`src/hw/rtl/ssf_pkg.sv`:
```
// Shared types, widths and codes for the sweeping scanner stepper and framer.
// Used by the channel interfaces and the front, queue, back and top modules; no dependencies.
`timescale 1ns / 1ps
`default_nettype none

package ssf_pkg;

  localparam int unsigned POS_W     = 7;
  localparam int unsigned COIL_W    = 4;
  localparam int unsigned ECHO_W    = 8;
  localparam int unsigned RANGE_W   = 16;
  localparam int unsigned BYTE_W    = 8;
  localparam int unsigned FRAME_LEN = 4;
  localparam int unsigned IDX_W     = $clog2(FRAME_LEN);

  localparam logic [POS_W-1:0] SWEEP_LIMIT_RESET = 7'd72;

  // Depth of the job queue between the front and the back.
  localparam int unsigned QUEUE_DEPTH = 4;
  localparam int unsigned QPTR_W      = $clog2(QUEUE_DEPTH);
  localparam int unsigned QCNT_W      = $clog2(QUEUE_DEPTH + 1);

  typedef enum logic [1:0] {
    ACT_TICK    = 2'd0,
    ACT_CAPTURE = 2'd1,
    ACT_SAMPLE  = 2'd2,
    ACT_NONE    = 2'd3
  } action_t;

  localparam logic KIND_COIL  = 1'b0;
  localparam logic KIND_FRAME = 1'b1;

  // One unit of work for the back: a coil report or a whole frame.
  typedef struct packed {
    logic                             is_frame;
    logic [COIL_W-1:0]                coils;
    logic                             trig;
    logic [FRAME_LEN-1:0][BYTE_W-1:0] frame;
  } job_t;

  // Coil drive toggled by each motor phase.
  function automatic logic [COIL_W-1:0] phase_coil(input logic [2:0] phase);
    logic [COIL_W-1:0] mask;
    unique case (phase)
      3'd0, 3'd3: mask = 4'b0001;
      3'd4, 3'd7: mask = 4'b0010;
      3'd1, 3'd6: mask = 4'b0100;
      3'd2, 3'd5: mask = 4'b1000;
      default:    mask = 4'b0000;
    endcase
    return mask;
  endfunction

endpackage

`default_nettype wire

```
`src/hw/rtl/ssf_channels.sv`:
```
// Valid/ready channel interfaces for the scanner block: commands, results, configuration.
// Depends on ssf_pkg for field widths.
`timescale 1ns / 1ps
`default_nettype none

interface ssf_cmd_if;
  logic                         valid;
  logic                         ready;
  logic [1:0]                   action;
  logic                         echo_pin_high;
  logic [ssf_pkg::ECHO_W-1:0]   echo_count;
  logic [ssf_pkg::RANGE_W-1:0]  range_sample;

  modport source(output valid, action, echo_pin_high, echo_count, range_sample,
                 input ready);
  modport sink(input valid, action, echo_pin_high, echo_count, range_sample,
               output ready);
endinterface

interface ssf_res_if;
  logic                        valid;
  logic                        ready;
  logic                        kind;
  logic [ssf_pkg::COIL_W-1:0]  coils;
  logic                        trigger_level;
  logic [ssf_pkg::BYTE_W-1:0]  frame_byte;
  logic                        last;

  modport source(output valid, kind, coils, trigger_level, frame_byte, last,
                 input ready);
  modport sink(input valid, kind, coils, trigger_level, frame_byte, last,
               output ready);
endinterface

interface ssf_cfg_if;
  logic                       valid;
  logic                       ready;
  logic [ssf_pkg::POS_W-1:0]  data;

  modport source(output valid, data, input ready);
  modport sink(input valid, data, output ready);
endinterface

`default_nettype wire

```
`src/hw/rtl/ssf_front.sv`:
```
// Front of the scanner: takes commands, updates motor, echo and trigger state,
// and pushes coil and frame jobs to the queue. Depends on ssf_pkg and ssf_channels.
`timescale 1ns / 1ps
`default_nettype none

module ssf_front (
  input  wire logic          clk,
  input  wire logic          rst,
  ssf_cmd_if.sink            cmd,
  ssf_cfg_if.sink            cfg,
  input  wire logic          q_full,
  output ssf_pkg::job_t      push_job,
  output logic               push
);

  logic [ssf_pkg::POS_W-1:0]  sweep_limit;
  logic [ssf_pkg::POS_W-1:0]  position, position_next;
  logic                       moving_down, moving_down_next;
  logic [ssf_pkg::COIL_W-1:0] coil_levels, coil_levels_next;
  logic                       trigger_state, trigger_state_next;
  logic [ssf_pkg::ECHO_W-1:0] echo_value, echo_value_next;

  logic [ssf_pkg::POS_W-1:0] step_pos;
  logic [2:0]                phase;
  logic [ssf_pkg::COIL_W-1:0] tick_coils;
  logic                      tick_down;
  logic                      accept;

  assign cmd.ready = !q_full;
  assign cfg.ready = 1'b1;
  assign accept    = cmd.valid && cmd.ready;

  // Motor step: move one position toward the current end of the sweep.
  always_comb begin
    step_pos = position;
    if (!moving_down && (position < sweep_limit)) begin
      step_pos = position + 7'd1;
    end
    if (moving_down && (position != '0)) begin
      step_pos = position - 7'd1;
    end
    phase      = moving_down ? (step_pos[2:0] + 3'd1) : step_pos[2:0];
    tick_coils = coil_levels ^ ssf_pkg::phase_coil(phase);
    tick_down  = moving_down;
    if (step_pos >= sweep_limit) begin
      tick_down = 1'b1;
    end
    if (step_pos == '0) begin
      tick_down = 1'b0;
    end
  end

  always_comb begin
    position_next      = position;
    moving_down_next   = moving_down;
    coil_levels_next   = coil_levels;
    trigger_state_next = trigger_state;
    echo_value_next    = echo_value;
    push               = 1'b0;
    unique case (cmd.action)
      ssf_pkg::ACT_TICK: begin
        position_next    = step_pos;
        moving_down_next = tick_down;
        coil_levels_next = tick_coils;
        push             = accept;
      end
      ssf_pkg::ACT_CAPTURE: begin
        if (!cmd.echo_pin_high) begin
          echo_value_next = cmd.echo_count;
        end
      end
      ssf_pkg::ACT_SAMPLE: begin
        trigger_state_next = !trigger_state;
        push               = accept;
      end
      ssf_pkg::ACT_NONE: begin
      end
    endcase
  end

  // The job snapshots the state as it stands after this command.
  always_comb begin
    push_job.is_frame = (cmd.action == ssf_pkg::ACT_SAMPLE);
    push_job.coils    = coil_levels_next;
    push_job.trig     = trigger_state_next;
    push_job.frame[0] = {1'b0, position};
    push_job.frame[1] = {2'b10, echo_value[7:2]};
    push_job.frame[2] = {1'b1, echo_value[1:0], cmd.range_sample[15:11]};
    push_job.frame[3] = {1'b1, cmd.range_sample[10:4]};
  end

  always_ff @(posedge clk) begin
    if (rst) begin
      sweep_limit   <= ssf_pkg::SWEEP_LIMIT_RESET;
      position      <= '0;
      moving_down   <= 1'b0;
      coil_levels   <= '0;
      trigger_state <= 1'b0;
      echo_value    <= '0;
    end else begin
      if (cfg.valid && cfg.ready) begin
        sweep_limit <= cfg.data;
      end
      if (accept) begin
        position      <= position_next;
        moving_down   <= moving_down_next;
        coil_levels   <= coil_levels_next;
        trigger_state <= trigger_state_next;
        echo_value    <= echo_value_next;
      end
    end
  end

endmodule

`default_nettype wire

```
`src/hw/rtl/ssf_queue.sv`:
```
// Small first-in first-out job queue between the front and the back of the scanner.
// Depends on ssf_pkg for the job type and depth.
`timescale 1ns / 1ps
`default_nettype none

module ssf_queue (
  input  wire logic           clk,
  input  wire logic           rst,
  input  wire logic           push,
  input  wire ssf_pkg::job_t  push_job,
  output logic                full,
  input  wire logic           pop,
  output logic                head_valid,
  output ssf_pkg::job_t       head_job
);

  ssf_pkg::job_t                entries [ssf_pkg::QUEUE_DEPTH];
  logic [ssf_pkg::QPTR_W-1:0]   wr_ptr, rd_ptr;
  logic [ssf_pkg::QCNT_W-1:0]   count;
  logic                         do_push, do_pop;

  localparam logic [ssf_pkg::QPTR_W-1:0] PTR_LAST = ssf_pkg::QPTR_W'(ssf_pkg::QUEUE_DEPTH - 1);
  localparam logic [ssf_pkg::QCNT_W-1:0] CNT_FULL = ssf_pkg::QCNT_W'(ssf_pkg::QUEUE_DEPTH);

  assign full       = (count == CNT_FULL);
  assign head_valid = (count != '0);
  assign head_job   = entries[rd_ptr];
  assign do_push    = push && !full;
  assign do_pop     = pop && head_valid;

  always_ff @(posedge clk) begin
    if (do_push) begin
      entries[wr_ptr] <= push_job;
    end
  end

  always_ff @(posedge clk) begin
    if (rst) begin
      wr_ptr <= '0;
      rd_ptr <= '0;
      count  <= '0;
    end else begin
      if (do_push) begin
        wr_ptr <= (wr_ptr == PTR_LAST) ? '0 : wr_ptr + 1'b1;
      end
      if (do_pop) begin
        rd_ptr <= (rd_ptr == PTR_LAST) ? '0 : rd_ptr + 1'b1;
      end
      unique case ({do_push, do_pop})
        2'b10:   count <= count + 1'b1;
        2'b01:   count <= count - 1'b1;
        default: count <= count;
      endcase
    end
  end

endmodule

`default_nettype wire

```
`src/hw/rtl/ssf_back.sv`:
```
// Back of the scanner: holds one job and sends it as one coil report or four frame bytes.
// Depends on ssf_pkg and ssf_channels.
`timescale 1ns / 1ps
`default_nettype none

module ssf_back (
  input  wire logic          clk,
  input  wire logic          rst,
  input  wire logic          head_valid,
  input  wire ssf_pkg::job_t head_job,
  output logic               pop,
  ssf_res_if.source          res
);

  localparam logic [ssf_pkg::IDX_W-1:0] IDX_LAST = ssf_pkg::IDX_W'(ssf_pkg::FRAME_LEN - 1);

  ssf_pkg::job_t              job;
  logic                       busy;
  logic [ssf_pkg::IDX_W-1:0]  idx;
  logic                       is_last;
  logic                       sent;

  assign is_last = !job.is_frame || (idx == IDX_LAST);
  assign sent    = res.valid && res.ready;
  assign pop     = head_valid && (!busy || (sent && is_last));

  assign res.valid         = busy;
  assign res.kind          = job.is_frame ? ssf_pkg::KIND_FRAME : ssf_pkg::KIND_COIL;
  assign res.coils         = job.coils;
  assign res.trigger_level = job.trig;
  assign res.frame_byte    = job.is_frame ? job.frame[idx] : '0;
  assign res.last          = is_last;

  always_ff @(posedge clk) begin
    if (pop) begin
      job <= head_job;
    end
  end

  always_ff @(posedge clk) begin
    if (rst) begin
      busy <= 1'b0;
      idx  <= '0;
    end else begin
      if (pop) begin
        busy <= 1'b1;
        idx  <= '0;
      end else if (sent) begin
        if (is_last) begin
          busy <= 1'b0;
        end else begin
          idx <= idx + 1'b1;
        end
      end
    end
  end

endmodule

`default_nettype wire

```
`src/hw/rtl/scanning_sensor_stepper_and_framer.sv`:
```
// Top level of the sweeping range scanner controller.
// Depends on ssf_pkg, ssf_channels, ssf_front, ssf_queue and ssf_back.
//
// Usage:
//   The cmd channel carries events: a motor tick, an echo capture or a range
//   sample. A tick moves the sweep position one step and yields one coil
//   report on the res channel. A capture stores the echo count (unless the
//   pin is high) and yields nothing. A sample toggles the trigger and yields
//   four frame bytes, the last one flagged. Each result carries the coil and
//   trigger levels as they stood right after its event.
//   The cfg channel writes the sweep limit; it is always ready and should be
//   used only while no results are pending.
//   A command is written into the job queue and then popped into the back's
//   job register, which drives res. The front accepts one command per cycle
//   as long as the four-entry job queue has room; the back sends one result
//   per cycle while the receiver is ready. The back is the rate setter, since
//   a sample yields four results and a tick only one.
//   When the receiver stalls, the current result holds, the queue fills and
//   cmd.ready drops once it is full; captures also wait in that case.
//   Synchronous reset restores the limit to 72, clears position, direction,
//   coils, trigger and echo, and empties the queue.
`timescale 1ns / 1ps
`default_nettype none

module scanning_sensor_stepper_and_framer (
  input  wire logic   clk,
  input  wire logic   rst,
  ssf_cmd_if.sink     cmd,
  ssf_res_if.source   res,
  ssf_cfg_if.sink     cfg
);

  ssf_pkg::job_t push_job;
  ssf_pkg::job_t head_job;
  logic          push;
  logic          q_full;
  logic          head_valid;
  logic          pop;

  // Front: state updates happen at the command transfer itself.
  ssf_front u_front (
    .clk      (clk),
    .rst      (rst),
    .cmd      (cmd),
    .cfg      (cfg),
    .q_full   (q_full),
    .push_job (push_job),
    .push     (push)
  );

  // Queue decouples command intake from result delivery.
  ssf_queue u_queue (
    .clk        (clk),
    .rst        (rst),
    .push       (push),
    .push_job   (push_job),
    .full       (q_full),
    .pop        (pop),
    .head_valid (head_valid),
    .head_job   (head_job)
  );

  // Back: serializes each job into its results.
  ssf_back u_back (
    .clk        (clk),
    .rst        (rst),
    .head_valid (head_valid),
    .head_job   (head_job),
    .pop        (pop),
    .res        (res)
  );

endmodule

`default_nettype wire

```
`src/flat_wrapper.sv`:
```
// flat-port wrapper written by rule: the top's interface ports become plain ports
module scanning_sensor_stepper_and_framer_flat 
  (clk, rst, cmd_valid, cmd_action, cmd_echo_pin_high, cmd_echo_count, cmd_range_sample, cmd_ready, res_valid, res_kind, res_coils, res_trigger_level, res_frame_byte, res_last, res_ready, cfg_valid, cfg_data, cfg_ready);
  ssf_cmd_if cmd_i ();
  ssf_res_if res_i ();
  ssf_cfg_if cfg_i ();
  input  wire logic clk;
  input  wire logic rst;
  input wire logic [$bits(cmd_i.valid)-1:0] cmd_valid;
  input wire logic [$bits(cmd_i.action)-1:0] cmd_action;
  input wire logic [$bits(cmd_i.echo_pin_high)-1:0] cmd_echo_pin_high;
  input wire logic [$bits(cmd_i.echo_count)-1:0] cmd_echo_count;
  input wire logic [$bits(cmd_i.range_sample)-1:0] cmd_range_sample;
  output wire logic [$bits(cmd_i.ready)-1:0] cmd_ready;
  output wire logic [$bits(res_i.valid)-1:0] res_valid;
  output wire logic [$bits(res_i.kind)-1:0] res_kind;
  output wire logic [$bits(res_i.coils)-1:0] res_coils;
  output wire logic [$bits(res_i.trigger_level)-1:0] res_trigger_level;
  output wire logic [$bits(res_i.frame_byte)-1:0] res_frame_byte;
  output wire logic [$bits(res_i.last)-1:0] res_last;
  input wire logic [$bits(res_i.ready)-1:0] res_ready;
  input wire logic [$bits(cfg_i.valid)-1:0] cfg_valid;
  input wire logic [$bits(cfg_i.data)-1:0] cfg_data;
  output wire logic [$bits(cfg_i.ready)-1:0] cfg_ready;
  assign cmd_i.valid = cmd_valid;
  assign cmd_i.action = cmd_action;
  assign cmd_i.echo_pin_high = cmd_echo_pin_high;
  assign cmd_i.echo_count = cmd_echo_count;
  assign cmd_i.range_sample = cmd_range_sample;
  assign cmd_ready = cmd_i.ready;
  assign res_valid = res_i.valid;
  assign res_kind = res_i.kind;
  assign res_coils = res_i.coils;
  assign res_trigger_level = res_i.trigger_level;
  assign res_frame_byte = res_i.frame_byte;
  assign res_last = res_i.last;
  assign res_i.ready = res_ready;
  assign cfg_i.valid = cfg_valid;
  assign cfg_i.data = cfg_data;
  assign cfg_ready = cfg_i.ready;
  scanning_sensor_stepper_and_framer u_core (.clk(clk), .rst(rst), .cmd(cmd_i), .res(res_i), .cfg(cfg_i));
endmodule
```
`config.mk`:
```
export PLATFORM = sky130hd
export DESIGN_NAME = scanning_sensor_stepper_and_framer_flat
export DESIGN_NICKNAME = d
export VERILOG_FILES = /design/src/hw/rtl/ssf_pkg.sv /design/src/hw/rtl/ssf_channels.sv /design/src/hw/rtl/ssf_front.sv /design/src/hw/rtl/ssf_queue.sv /design/src/hw/rtl/ssf_back.sv /design/src/hw/rtl/scanning_sensor_stepper_and_framer.sv /design/src/flat_wrapper.sv
export SDC_FILE = /design/constraint.sdc
export NUM_CORES = 1
export LEC_CHECK = 0
export ABC_AREA = 1
export ABC_CLOCK_PERIOD_IN_PS = 11100
export BUFFER_PORTS_ARGS = -buffer_cell sky130_fd_sc_hd__buf_2
export CELL_PAD_IN_SITES_DETAIL_PLACEMENT = 1
export CELL_PAD_IN_SITES_GLOBAL_PLACEMENT = 1
export CORE_ASPECT_RATIO = 1.5
export CORE_MARGIN = 2
export CORE_UTILIZATION = 25
export DETAILED_ROUTE_END_ITERATION = 10
export GPL_ROUTABILITY_DRIVEN = 0
export HOLD_SLACK_MARGIN = 0.15
export PLACE_DENSITY = 0.56
export SLEW_MARGIN = 20
export SYNTH_ARGS = -nofsm -noshare
export SYNTH_HDL_FRONTEND = slang
export SYNTH_HIERARCHICAL = 1
export SYNTH_SLANG_ARGS = --single-unit
```
`constraint.sdc`:
```
create_clock -name clk -period 11.1 [get_ports clk]
set_input_delay 3.33 -clock clk [delete_from_list [all_inputs] [get_ports clk]]
set_output_delay 3.33 -clock clk [all_outputs]
set_load 0.005 [all_outputs]
```
==> qor.yml <==
hold_buffers: 0
clkSinkCount: 230
cts_made_buffers: 24
drt_first_pass_iters: 7
die_height_um: 249
drc: 6
insertedDiodeCount: 0
ios: 57
r2r_cells: 15
htree_levels: 1
cts_setup_buffers: 0
placed_area_um2: 10600
via_count: 6421
finalCriticalPeriod_ns: 5.33
drtAntennaViolNets: 0
hold_violations: 0
vdd_ir_drop_max_uv: 91.9
required_ns: 7.77
worst_pin_slew_ns: 0.834
r2r_start: "u_core/u_front/position[2]"
grt_pass1_wl_mm: 37.7
r2r_slack_ns: 7.67
syn_inst: 904
syn_to_final_growth_pct: 13.6
dp_hpwl_mm: 15.0
synthesis.area_um2: 10000
final_layout_size_suffix_gt1_share_pct: 13.7
die_w_um: 167
path_clk_slew_ns: 0.06
via_per_inst: 4.42
initial_utilization_pct: 25.4
fin_skew_ns: 0.0104
outcome: "finished, violations left"
cts_root_buf: "clkbuf_16"
comb_power_share_pct: 24.9
antenna_found_initial: 0
yosysSeqAreaShare_pct: 64.9
fin_util_pct: 28.9
crit_arrival_ns: 2.00
setup_tns_ns: 0
synth_warnings: 6
core_um2: 39400
stdcell_count: 1454
p_sw_mw: 0.855
holdWs_ns: 0.502
p_leak_nw: 4.38
die_area_um2: 41700
grt_pass1_vias: 6723
synthArstFlopShare_pct: 0
synth_area_per_cell_um2: 11.1
grt_max_degree: 77
cp_max_fo: 18
fin_ws_ns: 5.77
io_buffer_count: 51
insertion_delay_ns: 0.52
std_cell_rows: 89
dp.cells: 1411
synth_seq_cells: 230
wl_per_cell_um: 16.4
synth-edff-count: 190
maxSlewViolCount: 0
fmax_ghz: 0.188
rsz0062_at_grt: "no"
crit_start: "u_core/u_back/idx[1]"
first_iter_violations: 284
clockBufferDepth: 3
cap_viol_max_count: 0
p_int_mw: 1.81
synth.distinct_cells: 37
r2r-end: "u_core/u_queue/entries[2][34]"
endpoint_kind: "output port"
nets: 1001
finalCritPeriodShare_pct: 48.0
cts_resized: 0
place_ws_ns: 5.53
crit_type: "reg2out"
cp-endpoint: "res_last"
power_mw: 2.66
synth_ff_type: "edfxtp_1"
seqPwrFrac_pct: 44.8
wirelength_mm: 23.9
cts_tree: "done"
setup_viol: 0
p_sw_share_pct: 32.1
startpoint_type: "register"
violations: "design-rule violations"
worstHoldPathType: "reg2reg"
overflow: 0
grt_use_total_pct: 11.6
max-slew-margin-rel_pct: 44.3
power_frac_clock_pct: 30.3
final_area_um2: 11400
cellPowerDensity_nw_per_um2: 234
## critical path, cell delays in order (launching register included)
cell	delay, ns
dfxtp_1	0.86
ha_1	0.34
nor2_2	0.08
inv_1	0.08
buf_2	0.11
## Yosys cell counts (all sizes together) (2+ instances only)
cell type,n,share of area (%)
nor2,143,5.6
conb,2,0.075
nand3,29,1.8
edfxtp,190,57
nand4,6,0.37
dfxtp,40,8.0
clkbuf,11,0.46
inv,88,3.3
nor3,2,0.10
o21ai,108,5.4
o211ai,8,0.60
nand2,108,4.3
ha,24,3.0
a21oi,34,1.8
nand3b,2,0.15
or2,9,0.56
a211oi,3,0.22
buf,46,3.8
o22ai,38,2.4
xor2,9,0.79
## metal layers
| layer | part of all wire, % | wire, um | vias up | GRT usage (%) |
|---|---|---|---|---|
| li1 | - | - | 3155 | - |
| met1 | 42 | 9960 | 3148 | 13.4 |
| met2 | 53 | 12600 | 90 | 22.0 |
| met3 | 3.4 | 808 | 28 | 1.45 |
| met4 | 2.2 | 522 | 0 | 3.73 |
| met5 | 0 | 0 | - | 0 |
## registers in the layout (all words and copies together) (netlist names), 2 cells and up, named ones only
signal	count
u_core/u_queue/entries	152
u_core/u_back/job	33
u_core/u_front/echo_value	8
u_core/u_front/position	7
u_core/u_front/sweep_limit	7
u_core/u_back/res.coils	4
u_core/u_front/coil_levels	4
u_core/u_queue/count	3
u_core/u_back/idx	2
u_core/u_queue/rd_ptr	2
u_core/u_queue/wr_ptr	2
## cell usage in the layout (no fill, tap or decap), drive strengths merged
cell type / instances
a211oi: 3
a21oi: 34
buf: 60
bufinv: 3
clkbuf: 29
clkinv: 11
clkinvlp: 1
conb: 6
dfxtp: 40
edfxtp: 190
fa: 1
ha: 24
inv: 88
nand2: 108
nand3: 29
nand3b: 2
nand4: 6
nor2: 143
nor3: 2
nor4: 1
o211ai: 8
o21ai: 108
o22ai: 38
or2: 9
xnor2: 1
xor2: 9
## power by group through the flow
stage | Combinational (mW) | Sequential (mW) | Clock, mW
after detailed placement | 0.686 | 1.21 | 0
after CTS | 0.687 | 1.20 | 0.836
final | 0.663 | 1.19 | 0.805
after global routing | 0.761 | 1.21 | 0.864
after global placement | 0.668 | 1.21 | 0
after floorplan | 0.488 | 1.19 | 0
## cell families after synthesis
group / after synthesis / synth area share, %
compound gates: 191 / 10.4
flops: 230 / 64.9
buf+inv: 146 / 7.66
xor+xnor: 10 / 0.874
simple gates: 300 / 12.9
other cells: 2 / 0.0750
fa+ha+maj: 25 / 3.20
## how the worst min path moves through the flow
stage                             startpoint                             to  slack (ns)  cells after the start
6_report       u_core/u_front/sweep_limit[5]  u_core/u_front/sweep_limit[5]        0.50                      2
3_5_place_dp    u_core/u_front/echo_value[6]  u_core/u_queue/entries[2][12]        0.49                      0
3_3_place_gp    u_core/u_front/echo_value[6]  u_core/u_queue/entries[2][12]        0.47                      0
4_1_cts         u_core/u_front/echo_value[6]  u_core/u_queue/entries[2][12]        0.51                      0
5_1_grt         u_core/u_front/echo_value[6]  u_core/u_queue/entries[2][12]        0.53                      0
2_1_floorplan   u_core/u_front/echo_value[4]  u_core/u_queue/entries[0][10]        0.45                      0
## final cells by class
type                    count  area, um2
inverters                  89        339
repair buffers             60        323
clock buffers              29        641
clock inverters            14        149
well taps                 500        626
multi-input cells         532       2790
fillers                  4454      28000
flip-flops and latches    230       6510
Note: power is estimated with default switching activity, not from simulation.
